### src/rtl/core/wsp_pkg.sv
// Shared types and constants for the WAV stream parser.
package wsp_pkg;

    localparam logic [3:0] PH_RIFF_TAG  = 4'd0;
    localparam logic [3:0] PH_RIFF_SIZE = 4'd1;
    localparam logic [3:0] PH_WAVE_TAG  = 4'd2;
    localparam logic [3:0] PH_CHUNK_ID  = 4'd3;
    localparam logic [3:0] PH_SIZE_FMT  = 4'd4;
    localparam logic [3:0] PH_SIZE_DATA = 4'd5;
    localparam logic [3:0] PH_SIZE_SKIP = 4'd6;
    localparam logic [3:0] PH_FMT_BODY  = 4'd7;
    localparam logic [3:0] PH_DATA_BODY = 4'd8;
    localparam logic [3:0] PH_SKIP_BODY = 4'd9;
    localparam logic [3:0] PH_DONE      = 4'd10;

    localparam logic [2:0] FMT_U8      = 3'd0;
    localparam logic [2:0] FMT_I16     = 3'd1;
    localparam logic [2:0] FMT_I24     = 3'd2;
    localparam logic [2:0] FMT_I32     = 3'd3;
    localparam logic [2:0] FMT_F32     = 3'd4;
    localparam logic [2:0] FMT_UNKNOWN = 3'd5;

    localparam logic [1:0] KIND_SAMPLE = 2'd0;
    localparam logic [1:0] KIND_FORMAT = 2'd1;
    localparam logic [1:0] KIND_END    = 2'd2;
    localparam logic [1:0] KIND_ERROR  = 2'd3;

    localparam logic [1:0] ERR_NONE     = 2'd0;
    localparam logic [1:0] ERR_NOT_RIFF = 2'd1;
    localparam logic [1:0] ERR_NOT_WAVE = 2'd2;
    localparam logic [1:0] ERR_UNSUPP   = 2'd3;

    localparam logic [31:0] TAG_RIFF = 32'h4646_4952;
    localparam logic [31:0] TAG_WAVE = 32'h4556_4157;
    localparam logic [31:0] TAG_FMT  = 32'h2074_6d66;
    localparam logic [31:0] TAG_DATA = 32'h6174_6164;
    localparam logic [32:0] POS_MAX  = 33'h1_FFFF_FFFF;

    localparam int QDEPTH = 2;

    // One result request, fully formed by the front part.
    typedef struct packed {
        logic [1:0]  kind;
        logic [31:0] sample_value;
        logic [2:0]  sample_format;
        logic [15:0] channel_count;
        logic [31:0] sample_rate;
        logic [1:0]  error_code;
        logic        end_of_file;
    } wsp_res_t;

    // Map format tag and width to a sample format code.
    function automatic logic [2:0] classify(input logic [15:0] tag, input logic [15:0] bits);
        logic [2:0] f;
        f = FMT_UNKNOWN;
        if (tag == 16'h0001)
        begin
            if (bits == 16'd8) f = FMT_U8;
            else if (bits == 16'd16) f = FMT_I16;
            else if (bits == 16'd24) f = FMT_I24;
            else if (bits == 16'd32) f = FMT_I32;
        end
        else if (tag == 16'h0003 && bits == 16'd32)
        begin
            f = FMT_F32;
        end
        return f;
    endfunction

endpackage

### src/rtl/core/wav_stream_parser.sv
// Top level of the byte-serial WAV stream parser.
// Takes one byte of a WAV file per cycle and gives at most one result per byte: a format
// result after the first 16 fmt body bytes, one sample per completed data sample, an end
// marker or an error. Each result is registered in a two-entry queue before it leaves;
// bytes flow as long as the queue has room, so the sustained rate is one byte per cycle.
module wav_stream_parser
    import wsp_pkg::*;
(
    input  logic               clk,
    input  logic               rst_n,
    input  logic               in_valid,
    output logic               in_stall,
    input  logic [7:0]         data_byte,
    input  logic               start_of_file,
    output logic               out_valid,
    input  logic               out_stall,
    output logic [1:0]         kind,
    output logic signed [31:0] sample_value,
    output logic [2:0]         sample_format,
    output logic [15:0]        channel_count,
    output logic [31:0]        sample_rate,
    output logic [1:0]         error_code,
    output logic               end_of_file
);

    logic     has_room, in_fire, res_valid;
    wsp_res_t res, q_out;

    assign in_stall = !has_room;
    assign in_fire = in_valid && has_room;

    wsp_front u_front (
        .clk(clk), .rst_n(rst_n), .in_fire(in_fire), .data_byte(data_byte),
        .start_of_file(start_of_file), .res_valid(res_valid), .res(res)
    );

    wsp_queue u_queue (
        .clk(clk), .rst_n(rst_n), .push(res_valid), .push_data(res),
        .has_room(has_room), .out_valid(out_valid), .out_stall(out_stall),
        .out_data(q_out)
    );

    // Unpack the result request onto the output ports.
    assign kind = q_out.kind;
    assign sample_value = q_out.sample_value;
    assign sample_format = q_out.sample_format;
    assign channel_count = q_out.channel_count;
    assign sample_rate = q_out.sample_rate;
    assign error_code = q_out.error_code;
    assign end_of_file = q_out.end_of_file;

endmodule

### src/rtl/core/wsp_front.sv
// Front part: walks the RIFF chunk structure and forms result requests.
module wsp_front
    import wsp_pkg::*;
(
    input  logic        clk,
    input  logic        rst_n,
    input  logic        in_fire,
    input  logic [7:0]  data_byte,
    input  logic        start_of_file,
    output logic        res_valid,
    output wsp_res_t    res
);

    logic [3:0]  phase_reg, phase_next;
    logic [4:0]  fcnt_reg, fcnt_next;
    logic [31:0] shift_reg, shift_next;
    logic [32:0] riff_end_reg, riff_end_next;
    logic [32:0] pos_reg, pos_next;
    logic [31:0] left_reg, left_next;
    logic [15:0] ftag_reg, ftag_next;
    logic [2:0]  fmt_reg, fmt_next;
    logic [15:0] chan_reg, chan_next;
    logic [31:0] rate_reg, rate_next;
    logic [31:0] acc_reg, acc_next;
    logic [2:0]  sidx_reg, sidx_next;

    // Values seen by this byte after an optional restart.
    logic [3:0]  ph;
    logic [4:0]  fc;
    logic [32:0] re, po;
    logic [2:0]  cf;
    logic [15:0] ch;
    logic [31:0] rt;
    logic [31:0] acc_in;
    logic [1:0]  sbi;
    logic [4:0]  fc1;
    logic [31:0] left1;
    logic [31:0] acc_or;
    logic [2:0]  need;
    logic [2:0]  sidx1;
    logic [31:0] sval;
    logic        at_end;

    // Next-state logic for one byte.
    always_comb
    begin
        ph = start_of_file ? PH_RIFF_TAG : phase_reg;
        fc = start_of_file ? 5'd0 : fcnt_reg;
        re = start_of_file ? 33'd0 : riff_end_reg;
        po = start_of_file ? 33'd0 : pos_reg;
        cf = start_of_file ? FMT_UNKNOWN : fmt_reg;
        ch = start_of_file ? 16'd0 : chan_reg;
        rt = start_of_file ? 32'd0 : rate_reg;
        acc_in = start_of_file ? 32'd0 : acc_reg;
        sbi = start_of_file ? 2'd0 : sidx_reg[1:0];

        phase_next = ph;
        fcnt_next = fc;
        shift_next = start_of_file ? 32'd0 : shift_reg;
        riff_end_next = re;
        pos_next = po;
        left_next = start_of_file ? 32'd0 : left_reg;
        ftag_next = start_of_file ? 16'd0 : ftag_reg;
        fmt_next = cf;
        chan_next = ch;
        rate_next = rt;
        acc_next = acc_in;
        sidx_next = start_of_file ? 3'd0 : sidx_reg;

        res_valid = 1'b0;
        res = '0;
        fc1 = fc + 5'd1;
        left1 = left_next - 32'd1;
        acc_or = acc_in | ({24'd0, data_byte} << {sbi, 3'b000});
        sidx1 = {1'b0, sbi} + 3'd1;
        unique case (cf)
            FMT_U8:  need = 3'd1;
            FMT_I16: need = 3'd2;
            FMT_I24: need = 3'd3;
            default: need = 3'd4;
        endcase
        unique case (cf)
            FMT_U8:  sval = {24'd0, acc_or[7:0]} - 32'd128;
            FMT_I16: sval = {{16{acc_or[15]}}, acc_or[15:0]};
            FMT_I24: sval = {{8{acc_or[23]}}, acc_or[23:0]};
            default: sval = acc_or;
        endcase
        at_end = 1'b0;

        if (in_fire && ph != PH_DONE)
        begin
            if (po != POS_MAX)
                pos_next = po + 33'd1;
            shift_next = {data_byte, shift_next[31:8]};
            at_end = (pos_next >= re);
            res.kind = KIND_END;
            res.error_code = ERR_NONE;
            unique case (ph)
                PH_RIFF_TAG, PH_RIFF_SIZE, PH_WAVE_TAG, PH_CHUNK_ID:
                begin
                    fcnt_next = fc1;
                    if (fc1 >= 5'd4)
                    begin
                        fcnt_next = 5'd0;
                        if (ph == PH_RIFF_TAG)
                        begin
                            if (shift_next != TAG_RIFF)
                            begin
                                phase_next = PH_DONE;
                                res_valid = 1'b1;
                                res.kind = KIND_ERROR;
                                res.error_code = ERR_NOT_RIFF;
                            end
                            else
                                phase_next = PH_RIFF_SIZE;
                        end
                        else if (ph == PH_RIFF_SIZE)
                        begin
                            riff_end_next = {1'b0, shift_next} + 33'd8;
                            phase_next = PH_WAVE_TAG;
                        end
                        else if (ph == PH_WAVE_TAG)
                        begin
                            if (shift_next != TAG_WAVE)
                            begin
                                phase_next = PH_DONE;
                                res_valid = 1'b1;
                                res.kind = KIND_ERROR;
                                res.error_code = ERR_NOT_WAVE;
                            end
                            else if (at_end)
                            begin
                                phase_next = PH_DONE;
                                res_valid = 1'b1;
                                res.end_of_file = 1'b1;
                            end
                            else
                                phase_next = PH_CHUNK_ID;
                        end
                        else
                            phase_next = (shift_next == TAG_FMT) ? PH_SIZE_FMT :
                                         (shift_next == TAG_DATA) ? PH_SIZE_DATA :
                                         PH_SIZE_SKIP;
                    end
                end
                PH_SIZE_FMT, PH_SIZE_DATA, PH_SIZE_SKIP:
                begin
                    fcnt_next = fc1;
                    if (fc1 >= 5'd4)
                    begin
                        fcnt_next = 5'd0;
                        left_next = shift_next;
                        if (ph == PH_SIZE_FMT)
                        begin
                            if (shift_next < 32'd16)
                            begin
                                phase_next = PH_DONE;
                                res_valid = 1'b1;
                                res.kind = KIND_ERROR;
                                res.error_code = ERR_UNSUPP;
                            end
                            else
                                phase_next = PH_FMT_BODY;
                        end
                        else if (ph == PH_SIZE_DATA && cf == FMT_UNKNOWN)
                        begin
                            phase_next = PH_DONE;
                            res_valid = 1'b1;
                            res.kind = KIND_ERROR;
                            res.error_code = ERR_UNSUPP;
                        end
                        else
                        begin
                            if (ph == PH_SIZE_DATA)
                            begin
                                acc_next = 32'd0;
                                sidx_next = 3'd0;
                            end
                            if (shift_next == 32'd0)
                            begin
                                if (at_end)
                                begin
                                    phase_next = PH_DONE;
                                    res_valid = 1'b1;
                                    res.end_of_file = 1'b1;
                                end
                                else
                                    phase_next = PH_CHUNK_ID;
                            end
                            else
                                phase_next = (ph == PH_SIZE_DATA) ? PH_DATA_BODY
                                                                  : PH_SKIP_BODY;
                        end
                    end
                end
                PH_FMT_BODY:
                begin
                    left_next = left1;
                    fcnt_next = fc1;
                    if (fc1 == 5'd2)
                        ftag_next = shift_next[31:16];
                    else if (fc1 == 5'd4)
                        chan_next = shift_next[31:16];
                    else if (fc1 == 5'd8)
                        rate_next = shift_next;
                    else if (fc1 >= 5'd16)
                    begin
                        fcnt_next = 5'd0;
                        fmt_next = classify(ftag_next, shift_next[31:16]);
                        res_valid = 1'b1;
                        if (fmt_next == FMT_UNKNOWN)
                        begin
                            phase_next = PH_DONE;
                            res.kind = KIND_ERROR;
                            res.error_code = ERR_UNSUPP;
                        end
                        else
                        begin
                            res.kind = KIND_FORMAT;
                            if (left1 == 32'd0)
                            begin
                                phase_next = at_end ? PH_DONE : PH_CHUNK_ID;
                                res.end_of_file = at_end;
                            end
                            else
                                phase_next = PH_SKIP_BODY;
                        end
                    end
                end
                PH_DATA_BODY:
                begin
                    left_next = left1;
                    acc_next = acc_or;
                    sidx_next = sidx1;
                    if (sidx1 >= need)
                    begin
                        res_valid = 1'b1;
                        res.kind = KIND_SAMPLE;
                        res.sample_value = sval;
                        acc_next = 32'd0;
                        sidx_next = 3'd0;
                    end
                    if (left1 == 32'd0)
                    begin
                        fcnt_next = 5'd0;
                        phase_next = at_end ? PH_DONE : PH_CHUNK_ID;
                        if (at_end)
                        begin
                            res_valid = 1'b1;
                            res.end_of_file = 1'b1;
                        end
                    end
                end
                PH_SKIP_BODY:
                begin
                    left_next = left1;
                    if (left1 == 32'd0)
                    begin
                        fcnt_next = 5'd0;
                        phase_next = at_end ? PH_DONE : PH_CHUNK_ID;
                        if (at_end)
                        begin
                            res_valid = 1'b1;
                            res.end_of_file = 1'b1;
                        end
                    end
                end
                default:
                begin
                    phase_next = PH_DONE;
                end
            endcase
            res.sample_format = fmt_next;
            res.channel_count = chan_next;
            res.sample_rate = rate_next;
        end
        if (!in_fire)
        begin
            phase_next = phase_reg;
            fcnt_next = fcnt_reg;
            shift_next = shift_reg;
            riff_end_next = riff_end_reg;
            pos_next = pos_reg;
            left_next = left_reg;
            ftag_next = ftag_reg;
            fmt_next = fmt_reg;
            chan_next = chan_reg;
            rate_next = rate_reg;
            acc_next = acc_reg;
            sidx_next = sidx_reg;
        end
    end

    // Parser state registers.
    always_ff @(posedge clk or negedge rst_n)
    begin
        if (!rst_n)
        begin
            phase_reg <= PH_RIFF_TAG;
            fcnt_reg <= 5'd0;
            shift_reg <= 32'd0;
            riff_end_reg <= 33'd0;
            pos_reg <= 33'd0;
            left_reg <= 32'd0;
            ftag_reg <= 16'd0;
            fmt_reg <= FMT_UNKNOWN;
            chan_reg <= 16'd0;
            rate_reg <= 32'd0;
            acc_reg <= 32'd0;
            sidx_reg <= 3'd0;
        end
        else
        begin
            phase_reg <= phase_next;
            fcnt_reg <= fcnt_next;
            shift_reg <= shift_next;
            riff_end_reg <= riff_end_next;
            pos_reg <= pos_next;
            left_reg <= left_next;
            ftag_reg <= ftag_next;
            fmt_reg <= fmt_next;
            chan_reg <= chan_next;
            rate_reg <= rate_next;
            acc_reg <= acc_next;
            sidx_reg <= sidx_next;
        end
    end

endmodule

### src/rtl/core/wsp_queue.sv
// Back part: short result queue that drives the output channel.
module wsp_queue
    import wsp_pkg::*;
(
    input  logic     clk,
    input  logic     rst_n,
    input  logic     push,
    input  wsp_res_t push_data,
    output logic     has_room,
    output logic     out_valid,
    input  logic     out_stall,
    output wsp_res_t out_data
);

    wsp_res_t   mem_reg [QDEPTH];
    logic       wptr_reg, rptr_reg;
    logic [1:0] cnt_reg;
    logic       pop;

    assign out_valid = (cnt_reg != 2'd0);
    assign has_room = (cnt_reg != 2'(QDEPTH));
    assign pop = out_valid && !out_stall;
    assign out_data = mem_reg[rptr_reg];

    // Payload storage.
    always_ff @(posedge clk)
    begin
        if (push)
            mem_reg[wptr_reg] <= push_data;
    end

    // Pointers and fill count.
    always_ff @(posedge clk or negedge rst_n)
    begin
        if (!rst_n)
        begin
            wptr_reg <= 1'b0;
            rptr_reg <= 1'b0;
            cnt_reg <= 2'd0;
        end
        else
        begin
            if (push)
                wptr_reg <= !wptr_reg;
            if (pop)
                rptr_reg <= !rptr_reg;
            cnt_reg <= cnt_reg + {1'b0, push} - {1'b0, pop};
        end
    end

endmodule
### config.mk
export PLATFORM = sky130hd
export DESIGN_NAME = wav_stream_parser
export DESIGN_NICKNAME = d
export VERILOG_FILES = /design/src/rtl/core/wsp_pkg.sv /design/src/rtl/core/wav_stream_parser.sv /design/src/rtl/core/wsp_front.sv /design/src/rtl/core/wsp_queue.sv
export SDC_FILE = /design/constraint.sdc
export NUM_CORES = 1
export LEC_CHECK = 0
export BUFFER_PORTS_ARGS = -buffer_cell sky130_fd_sc_hd__buf_4
export CORE_MARGIN = 4
export CORE_UTILIZATION = 40
export CTS_CLUSTER_DIAMETER = 100
export DETAILED_ROUTE_END_ITERATION = 10
export PLACE_DENSITY_LB_ADDON = 0.08
export SYNTH_ARGS = -nofsm -noshare
export SYNTH_HDL_FRONTEND = slang
export SYNTH_SLANG_ARGS = --single-unit
### constraint.sdc
create_clock -name clk -period 8.4 [get_ports clk]
set_input_delay 2.52 -clock clk [delete_from_list [all_inputs] [get_ports clk]]
set_output_delay 2.52 -clock clk [all_outputs]
set_load 0.02 [all_outputs]
==> results.py, run 1 <==
metrics = {
    "floorplan": {
        "die_h_um": 242.0,
        "die_area_um2": 58560,
        "start_util": 0.4053,
        "rows": 85,
        "ios": 103,
        "die_w_um": 242.0,
        "coreArea_um2": 54030,
    },
    "final_layout": {
        "area_growth_pct": 14.81,
        "antennaDiodeCount": 0,
        "num-nets-final": 2303,
        "drive_gt1_frac": 0.1598,
        "largest_reg_flops": 176,
    },
    "routing": {
        "drc": 0,
        "ant_nets": 0,
        "drt_pass1_iterations": 5,
        "wl_um": 66690,
        "vias_per_cell": 5.895,
        "drt_iter0_drc": 1582,
        "vias": 17570,
        "wl_per_cell_um": 22.38,
    },
    "synth": {
        "syn_area_um2": 21900,
        "yosysMostFrequentCell": "nand2_1",
        "synth_fp_nets": 2263,
        "synth_edf_count": 176,
        "yosysWarnings": 0,
        "ys_top_cells_by_count": "nand2_1 (359), dfrtp_1 (234), edfxtp_1 (176), o21ai_0 (163), clkbuf_1 (140)",
        "yosys_register_bits": 412,
        "yosysSeqAreaShare": 0.5111,
        "postSynthCellCount": 2205,
        "ys.flop_type": "dfrtp_1",
        "syn_area_per_cell_um2": 9.932,
        "ys_types": 79,
        "synthTopCellsByArea": "dfrtp_1 (27%), edfxtp_1 (24%), nand2_1 (6.2%), mux2_2 (4.8%), o21ai_0 (3.7%)",
        "synth_top_area_cell": "dfrtp_1",
        "synth_top_area_share": 0.2674,
        "postSynth.asyncResetShare": 0.5728,
    },
    "setup_path": {
        "critPathMaxFanout": 33,
        "cpMaxStageDelayCell": "a211oi_1",
        "cp_common_cell": "nand4_1",
        "startpoint": "start_of_file",
        "worstPathArrival_ps": 7600,
        "required_ps": 8690,
        "max_stage_delay_ps": 540,
        "reg2reg_from": "u_front.pos_reg[13]",
        "cp-start-kind": "primary input",
        "worst-path-buf-inv": 3,
        "crit_path_cell_trace": "buf_4 -> and3b_1 -> nand4_1 -> nor4_1 -> buf_4 -> a211oi_1 -> nand2b_1 -> nor2_1 -> nand4_1 -> xor2_1 -> nor2_1 -> ha_1 -> nand2_1 -> nor4_2 -> nand3_1 -> o21ai_0 -> a21oi_2 -> o21ai_0 -> nand4_1 -> a31oi_4 -> nor2b_4 -> buf_12",
        "path_class": "primary input to flip-flop",
        "critPathCaptureType": "flip-flop",
        "path_delay_family": "simple AND/OR/NAND/NOR gates",
    },
    "power": {
        "power_density_nw_per_um2": 269.1,
        "ir_worst_vdd_uv": 215.6,
        "p_leak_nw": 10.04,
        "internal_power_w": 0.004349,
        "combPwrFrac": 0.304,
        "clockPowerShare": 0.324,
        "p_sw_w": 0.002418,
        "p_seq_frac": 0.372,
        "p_sw_frac": 0.3573,
    },
    "sta": {
        "relSlewSlack": 0.3870,
        "finalSetupViolCount": 0,
        "finalCriticalPeriod_ps": 7308,
        "rsz0062_at_grt": "no",
        "slew_violations": 0,
        "finalCritPeriodShare": 0.8700,
        "fin_ws_ps": 1092,
        "fmax_ghz": 0.1368,
        "clock_skew_ps": 35.38,
        "finalHoldWorstSlack_ps": 476.2,
        "worst_slew_pin_slew_ps": 911.1,
        "fin_setup_tns_ps": 0,
        "timing_hold_violations_final": 0,
    },
    "min_path": {
        "hp-class": "flip-flop to flip-flop",
        "hp-start": "u_front.rate_reg[7]",
    },
    "global_route": {
        "grt_pass1_wl_um": 104900,
        "gr-usage-all-layers": 0.2230,
        "grt_pass1_vias": 17400,
        "grt_max_degree": 151,
        "antenna_found_initial": 0,
        "grt_overflow": 0,
    },
    "place": {
        "preCtsSetupSlack_ps": 474.9,
        "dp_hpwl_um": 43760,
        "place_congestion": 0.9009,
        "io_buffers": 102,
    },
    "cts": {
        "cts_buffers": 47,
        "root_buffer": "clkbuf_16",
        "cts_max_level": 2,
        "cts_tree": "built",
        "clk_pin_slew_worst_paths_ps": 60,
        "cts_setup_buffers": 0,
        "clk_latency_ps": 600,
        "cts_sinks": 412,
        "cts_hold_buf": 0,
        "clockBufferDepth": 3,
        "cts-resized-gates": 0,
    },
    "outcome": {
        "run_status": "finished, final reports clean",
    },
    "flow_run": {
        "maxCapViolations": 0,
    },
}
==> logic make-up after synthesis <==
logic type,synth area share
xor+xnor,0.02999
buf+inv,0.03222
flops,0.5111
fa+ha+maj,0.02571
simple gates,0.1749
mux,0.06250
compound gates,0.1635
==> path summary, 6_finish.rpt <==
check / end / slack (ps) / cells after the start
worst max-delay path: u_queue.mem_reg[0][13] / 1090 / 22
worst min-delay path: u_front.rate_reg[7] / 480 / 1
worst min register to register: u_front.rate_reg[7] / 480 / 1
min in group asynchronous: u_front.left_reg[28] / 1980 / 1
worst max register to register: u_queue.mem_reg[0][13] / 2820 / 21
max in group asynchronous: u_front.acc_reg[25] / 5080 / 2
==> cells in the final DEF (no fill, tap or decap), types with 9 or more instances in the layout <==
cell type,Yosys,layout
nand2_1,359,359
dfrtp_1,234,233
edfxtp_1,176,176
o21ai_0,163,163
buf_4,0,148
nor2_1,139,136
a21oi_1,135,134
mux2_2,94,94
a22o_1,63,63
nand3_1,57,56
clkbuf_16,0,49
nor3_1,47,47
xnor2_1,46,46
ha_1,45,45
nor2b_1,41,39
a22oi_1,36,36
mux2i_1,31,31
nand4_1,30,30
xor2_1,29,29
inv_1,20,20
a21o_1,20,20
a21boi_0,20,20
nor4_1,22,19
and3_1,17,17
or3_1,13,13
a31oi_1,12,12
nor4b_1,11,11
o31ai_1,11,11
nand2b_1,11,10
a221oi_1,10,10
a221o_1,10,10
clkbuf_1,140,10
or4_1,9,9
clkinv_2,0,9
==> metal layers <==
metal	routed length, µm	vias to the layer above	GRT usage
met5	0	-	0
met4	2215	0	0.07290
met3	3675	137	0.03276
met2	31500	593	0.3629
met1	29300	8711	0.3085
li1	-	8127	-
==> worst reg2reg max path, delay by kind of cell, from the launching register on <==
kind,cells,cell delay [ps]
AOI/OAI and AO/OA,5,1380
adders and majority gates,1,310
and+or+nand+nor,12,2490
xor gates and xnor gates,1,170
buffers and inverters,2,440
DFF,1,470
==> power groups by stage <==
stage | Sequential (W) | Combinational, W | Clock [W]
after floorplan | 0.00232 | 0.00146 | 0
after global placement | 0.00255 | 0.00207 | 0
after detailed placement | 0.00255 | 0.00206 | 0
after CTS | 0.00251 | 0.00208 | 0.00224
after global routing | 0.00253 | 0.00224 | 0.00233
final | 0.00252 | 0.00206 | 0.00219
==> through the flow <==
stage	total power, W	utilization	cells	cell area, µm²
floorplan	0.003779	-	2205	21970
detailed placement	0.004613	0.4346	2892	23480
global route	0.007098	0.4654	2980	25140
finish	0.006767	0.4654	2980	25140
CTS	0.006828	0.4654	2980	25140
global placement	0.004612	0.4346	2892	23480
==> final cells by class <==
type,count,area [µm²]
multi-input cells,1607,10080
well taps,696,870.8
repair buffers,155,1246
clock buffers,66,1360
clock inverters,22,302.8
flip-flops and latches,412,11200
fillers,5091,28880
inverters,22,85.08
Note: power is estimated with default switching activity, not from simulation.
==> run 2, diff against run 1 <==
clock period = 9.05 ns   (was 8.4 ns; I/O delays follow)
==> run 2 against run 1 <==
Sequential power decreased by 7%. Global-route usage decreased by 0.66 points. Critical path depth grew 1. Utilization is 0.41 points lower. Critical path type unchanged.
==> results.py, run 2 (synthesis gave the netlist of run 1 again) <==
metrics = {
    "outcome": {
        "run_status": "finished, final reports clean",
    },
    "final_layout": {
        "fillers": 5137,
        "antennaDiodeCount": 0,
        "layout.cells.most_common": "nand2_1",
        "largest_reg_flops": 176,
        "num-nets-final": 2302,
        "fin_area_um2": 24920,
        "drive_gt1_frac": 0.1546,
        "area_growth_pct": 13.81,
        "final_cell_mix": "nand2_1 (359), dfrtp_1 (233), edfxtp_1 (176), o21ai_0 (163), buf_4 (150)",
    },
    "cts": {
        "cts_tree": "built",
        "clk_latency_ps": 590,
        "cts-resized-gates": 0,
        "cts_max_level": 2,
        "root_buffer": "clkbuf_16",
        "cts_hold_buf": 0,
        "cts_buffers": 47,
        "cts_setup_buffers": 0,
        "clk_pin_slew_worst_paths_ps": 60,
        "cts_sinks": 412,
        "clockBufferDepth": 3,
    },
    "setup_path": {
        "required_ps": 9280,
        "reg2reg_from": "u_front.pos_reg[13]",
        "path_class": "primary input to flip-flop",
        "worstPathArrival_ps": 8390,
        "rrSetupSlack_ps": 2860,
        "crit_path_cell_trace": "buf_4 -> and3b_1 -> nand4_1 -> nor4_1 -> buf_4 -> a311oi_4 -> nand3_1 -> nor2_1 -> nand2_1 -> xor2_1 -> nor2_1 -> ha_1 -> nand4_1 -> nor4_1 -> nand2_1 -> o211ai_1 -> a21oi_1 -> buf_4 -> inv_1 -> nand3_2 -> a31oi_4 -> nor2b_4 -> buf_12",
        "path_delay_family": "simple AND/OR/NAND/NOR gates",
        "r2r-end": "u_queue.mem_reg[0][11]",
        "r2r_cells": 22,
        "cpMaxStageDelayCell": "nor2b_4",
        "cp_common_cell": "buf_4",
        "critPathCaptureType": "flip-flop",
        "worst-path-buf-inv": 5,
        "critPathMaxFanout": 59,
        "cp-start-kind": "primary input",
        "startpoint": "start_of_file",
        "max_stage_delay_ps": 820,
    },
    "routing": {
        "drt_pass1_iterations": 6,
        "wl_met3_um": 3205,
        "ant_nets": 0,
        "routed.top_layer": "met4",
        "vias": 17380,
        "drt_iter0_drc": 1413,
        "wirelength_met1_um": 29290,
        "vias_per_cell": 5.834,
        "wl_um": 65020,
        "wl_per_cell_um": 21.83,
        "met2_length_um": 30420,
        "drc": 0,
    },
    "global_route": {
        "grt_pass1_wl_um": 102800,
        "gr-usage-all-layers": 0.2165,
        "grt_pass1_vias": 17390,
        "grt_overflow": 0,
        "grt_max_degree": 113,
        "antenna_found_initial": 0,
    },
    "power": {
        "power_density_nw_per_um2": 244.2,
        "ir_worst_vdd_uv": 173.0,
        "p_leak_nw": 9.942,
    },
    "floorplan": {
        "ios": 103,
        "die_area_um2": 58560,
        "rows": 85,
        "die_h_um": 242.0,
        "start_util": 0.4053,
        "coreArea_um2": 54030,
        "die_w_um": 242.0,
    },
    "sta": {
        "relSlewSlack": 0.3636,
        "clock_skew_ps": 24.41,
        "finalSetupViolCount": 0,
        "slew_violations": 0,
        "rsz0062_at_grt": "no",
        "fmax_ghz": 0.1226,
        "worst_slew_pin_slew_ps": 954.5,
        "fin_setup_tns_ps": 0,
        "finalCritPeriodShare": 0.9011,
        "timing_hold_violations_final": 0,
        "finalCriticalPeriod_ps": 8155,
    },
    "min_path": {
        "whs_endpoint": "u_front.rate_reg[6]",
        "hp-class": "flip-flop to flip-flop",
        "whs_path_depth": 1,
        "hp-start": "u_front.rate_reg[6]",
    },
    "place": {
        "io_buffers": 102,
        "dp_hpwl_um": 42770,
        "place_area_um2": 23410,
        "place_congestion": 0.8963,
    },
    "flow_run": {
        "maxCapViolations": 0,
    },
}
==> run 2: cell types whose count changed in the layout (fill, tap and decap cells not counted), moves of 2 or more <==
cell / previous run / this run
buf_12: 6 / 3
buf_4: 148 / 150
bufinv_16: 6 / 2
clkbuf_1: 10 / 8
clkbuf_16: 49 / 47
clkinv_1: 3 / 11
nor4_1: 19 / 21
nor4_2: 4 / 2
==> run 2: worst max-delay path by stage <==
stage / to / cells past startpoint
2_1_floorplan: u_queue.mem_reg[0][0] / 25
5_1_grt: u_queue.mem_reg[0][16] / 23
3_5_place_dp: u_queue.mem_reg[0][12] / 23
3_3_place_gp: u_queue.mem_reg[0][15] / 23
6_report: u_queue.mem_reg[0][11] / 23
4_1_cts: u_queue.mem_reg[0][16] / 23
==> run 2: stage by stage <==
step	hold slack, ps	std cells	total power, W	setup WS [ps]	util
final	475.4	2979	0.006085	894.9	0.4613
after global routing	499.6	2979	0.006388	400.6	0.4613
after CTS	479.9	2979	0.006144	861.3	0.4613
after detailed placement	466.7	2891	0.004261	215.5	0.4333
after global placement	458.4	2891	0.004255	316.3	0.4333
after floorplan	441.9	2205	0.003502	5.816	-
==> run 2: cell type report <==
| cell class | instances | area, µm² | area share |
|---|---|---|---|
| clock buffers | 61 | 1289 | 0.05171 |
| clock inverters | 27 | 224.0 | 0.008986 |
| inverters | 22 | 83.83 | 0.003363 |
| multi-input cells | 1607 | 10060 | 0.4036 |
| flip-flops and latches | 412 | 11200 | 0.4492 |
| well taps | 696 | 870.8 | 0.03494 |
| repair buffers | 154 | 1201 | 0.04819 |
==> run 2: layer usage <==
| metal | vias up | GRT usage |
|---|---|---|
| met3 | 121 | 0.03154 |
| met4 | 0 | 0.07512 |
| met2 | 501 | 0.3534 |
| met5 | - | 0 |
| met1 | 8626 | 0.2966 |
| li1 | 8132 | - |
==> run 2: report_power, final <==
| part | internal (W) | switching (W) |
|---|---|---|
| registers | 0.00205 | 0.000299 |
| clock network | 0.00107 | 0.000794 |
| logic | 0.000755 | 0.00112 |
| total | 0.00388 | 0.00221 |
==> run 3, diff against run 2 <==
SYNTH_HIERARCHICAL = 1   (was not set)
==> run 3 against run 2 <==
Cell count up 4.4%. Final area up 3.8%. Sequential cell count unchanged. Wire length up 7.0%. Sequential share of layout area down 1.6 points. Global-route usage up 0.90 points. Die area up 4.3%. Highest routed layer unchanged.
==> results.py, run 3 <==
metrics = {
    "synth": {
        "postSynthCellCount": 2316,
        "synth_top_area_share": 0.2559,
        "syn_area_per_cell_um2": 9.879,
        "synthTopCellsByArea": "dfrtp_1 (26%), edfxtp_1 (23%), nand2_1 (5.0%), mux2_2 (4.0%), a21oi_1 (2.9%)",
        "postSynth.asyncResetShare": 0.5728,
        "synth_edf_count": 176,
        "yosysSeqAreaShare": 0.4892,
        "synth_fp_nets": 2374,
        "ys_top_cells_by_count": "nand2_1 (307), dfrtp_1 (234), edfxtp_1 (176), nor2_1 (162), clkbuf_1 (160)",
        "yosys_register_bits": 412,
        "syn_area_um2": 22880,
        "synth_top_area_cell": "dfrtp_1",
        "yosysWarnings": 6,
        "ys.flop_type": "dfrtp_1",
        "ys_types": 91,
        "yosysMostFrequentCell": "nand2_1",
    },
    "sta": {
        "finalHoldWorstSlack_ps": 478.8,
        "clock_skew_ps": 10.36,
        "rsz0062_at_grt": "no",
        "relSlewSlack": 0.1858,
        "fin_setup_tns_ps": 0,
        "finalCriticalPeriod_ps": 7907,
        "timing_hold_violations_final": 0,
        "fmax_ghz": 0.1265,
        "finalSetupViolCount": 0,
        "slew_violations": 0,
        "worst_slew_pin_slew_ps": 1218,
        "finalCritPeriodShare": 0.8737,
    },
    "cts": {
        "cts-resized-gates": 0,
        "cts_setup_buffers": 0,
        "cts_sinks": 412,
        "root_buffer": "clkbuf_16",
        "cts_hold_buf": 0,
        "cts_tree": "built",
        "cts_max_level": 2,
        "clockBufferDepth": 3,
        "clk_pin_slew_worst_paths_ps": 60,
        "cts_buffers": 47,
        "clk_latency_ps": 590,
    },
    "setup_path": {
        "cp-start-kind": "primary input",
        "r2r_cells": 21,
        "r2r-end": "u_queue/mem_reg[0][5]",
        "worstPathArrival_ps": 8180,
        "cpMaxStageDelayCell": "nor2b_4",
        "reg2reg_from": "u_front/pos_reg[0]",
        "critPathCaptureType": "flip-flop",
        "critPathMaxFanout": 42,
        "required_ps": 9320,
        "max_stage_delay_ps": 740,
        "rrSetupSlack_ps": 3070,
        "path_class": "primary input to flip-flop",
        "crit_path_cell_trace": "buf_6 -> nor2b_1 -> ha_2 -> inv_1 -> nor4_1 -> nand4_1 -> or2_2 -> and3_1 -> nand4_1 -> xor2_1 -> nor2_1 -> ha_1 -> a21oi_1 -> o21ai_0 -> a2bb2oi_1 -> a211oi_2 -> nor4b_4 -> a21oi_1 -> o32a_1 -> o31a_1 -> nor2b_4 -> buf_12",
    },
    "min_path": {
        "hp-class": "flip-flop to flip-flop",
        "hp-start": "u_front/chan_reg[4]",
        "whs_endpoint": "u_front/chan_reg[4]",
        "whs_path_depth": 1,
    },
    "routing": {
        "drt_iter0_drc": 1694,
        "wl_um": 69570,
        "met2_length_um": 32860,
        "wl_met3_um": 4121,
        "drc": 0,
        "wirelength_met1_um": 30850,
        "vias": 18610,
        "wl_per_cell_um": 22.37,
        "drt_pass1_iterations": 5,
        "vias_per_cell": 5.985,
        "routed.top_layer": "met4",
        "ant_nets": 0,
    },
    "global_route": {
        "grt_pass1_wl_um": 109200,
        "grt_max_degree": 120,
        "grt_pass1_vias": 18240,
        "gr-usage-all-layers": 0.2254,
        "antenna_found_initial": 0,
        "grt_overflow": 0,
    },
    "final_layout": {
        "fin_area_um2": 25870,
        "fillers": 5273,
        "drive_gt1_frac": 0.1534,
        "final_util": 0.4579,
        "largest_reg_flops": 176,
        "area_growth_pct": 13.06,
        "num-nets-final": 2373,
        "final_cell_mix": "nand2_1 (307), dfrtp_1 (233), edfxtp_1 (176), nor2_1 (161), buf_4 (148)",
        "layout.cells.most_common": "nand2_1",
        "multiInputGateArea_um2": 10800,
        "antennaDiodeCount": 0,
        "seq_area_um2": 11200,
    },
    "outcome": {
        "run_status": "finished, final reports clean",
    },
    "place": {
        "dp_hpwl_um": 45430,
        "io_buffers": 102,
        "place_congestion": 0.8944,
        "place_area_um2": 24290,
    },
    "floorplan": {
        "start_util": 0.4050,
        "die_area_um2": 61090,
        "coreArea_um2": 56500,
        "ios": 103,
        "rows": 87,
        "die_h_um": 247.2,
        "die_w_um": 247.2,
    },
    "power": {
        "ir_worst_vdd_uv": 194.9,
        "p_total_w": 0.007024,
        "p_leak_nw": 9.986,
        "power_density_nw_per_um2": 271.5,
    },
    "flow_run": {
        "maxCapViolations": 0,
    },
}
run 3: cell types whose count changed after synthesis, moves of 18 or more:
cell	delta
o21ai_0	-42
buf_2	+18
clkbuf_1	+20
nand2_1	-52
o2bb2ai_1	+23
nor2_1	+23
run 3: worst max path at each step:
stage                  startpoint  cells after the start               endpoint
finish              start_of_file                     22  u_queue/mem_reg[0][5]
global route        start_of_file                     21  u_queue/mem_reg[0][6]
CTS                 start_of_file                     18  u_queue/mem_reg[0][5]
detailed placement  start_of_file                     18  u_queue/mem_reg[0][5]
global placement    start_of_file                     18  u_queue/mem_reg[0][9]
floorplan           start_of_file                     23  u_queue/mem_reg[0][0]
run 3: power breakdown:
| part | internal (W) | total, W | switching, W |
|---|---|---|---|
| registers | 0.00220 | 0.00266 | 0.000458 |
| clock network | 0.00115 | 0.00195 | 0.000801 |
| logic | 0.000963 | 0.00241 | 0.00145 |
run 3: stage by stage:
stage,setup slack [ps],instances
finish,1143,3110
floorplan,41.92,2316
global placement,507.2,3022
CTS,1043,3110
global route,673.2,3110
detailed placement,423.5,3022
run 3: layout make-up:
class / count / share of cell area
Tap cell: 756 / 0.03657
Multi-Input combinational cell: 1662 / 0.4174
Clock buffer: 69 / 0.05214
Timing Repair Buffer: 153 / 0.04629
Clock inverter: 19 / 0.008997
Inverter: 39 / 0.005708
Sequential cell: 412 / 0.4329
run 3: routing by layer:
metal,vias up,GRT usage
li1,8593,-
met2,566,0.3681
met4,0,0.06374
met3,116,0.03915
met5,-,0
met1,9337,0.3097
run 3: critical path, delay by kind of cell:
kind	cells	cell delay [ps]
AND/OR/NAND/NOR	9	2560
AO/OA/AOI/OAI	7	1440
adder cells (fa/ha/maj)	2	590
buffers and inverters	3	560
XOR/XNOR	1	200
run 3: cell families (layout without fill, tap and decap cells):
logic type | count (synthesis) | count (layout) | share of synthesized area
xor+xnor | 57 | 57 | 0.02182
mux | 114 | 114 | 0.05655
compound gates | 614 | 614 | 0.1826
simple gates | 832 | 832 | 0.1823
flops | 412 | 412 | 0.4892
fa+ha+maj | 45 | 45 | 0.02461
buf+inv | 242 | 280 | 0.04287
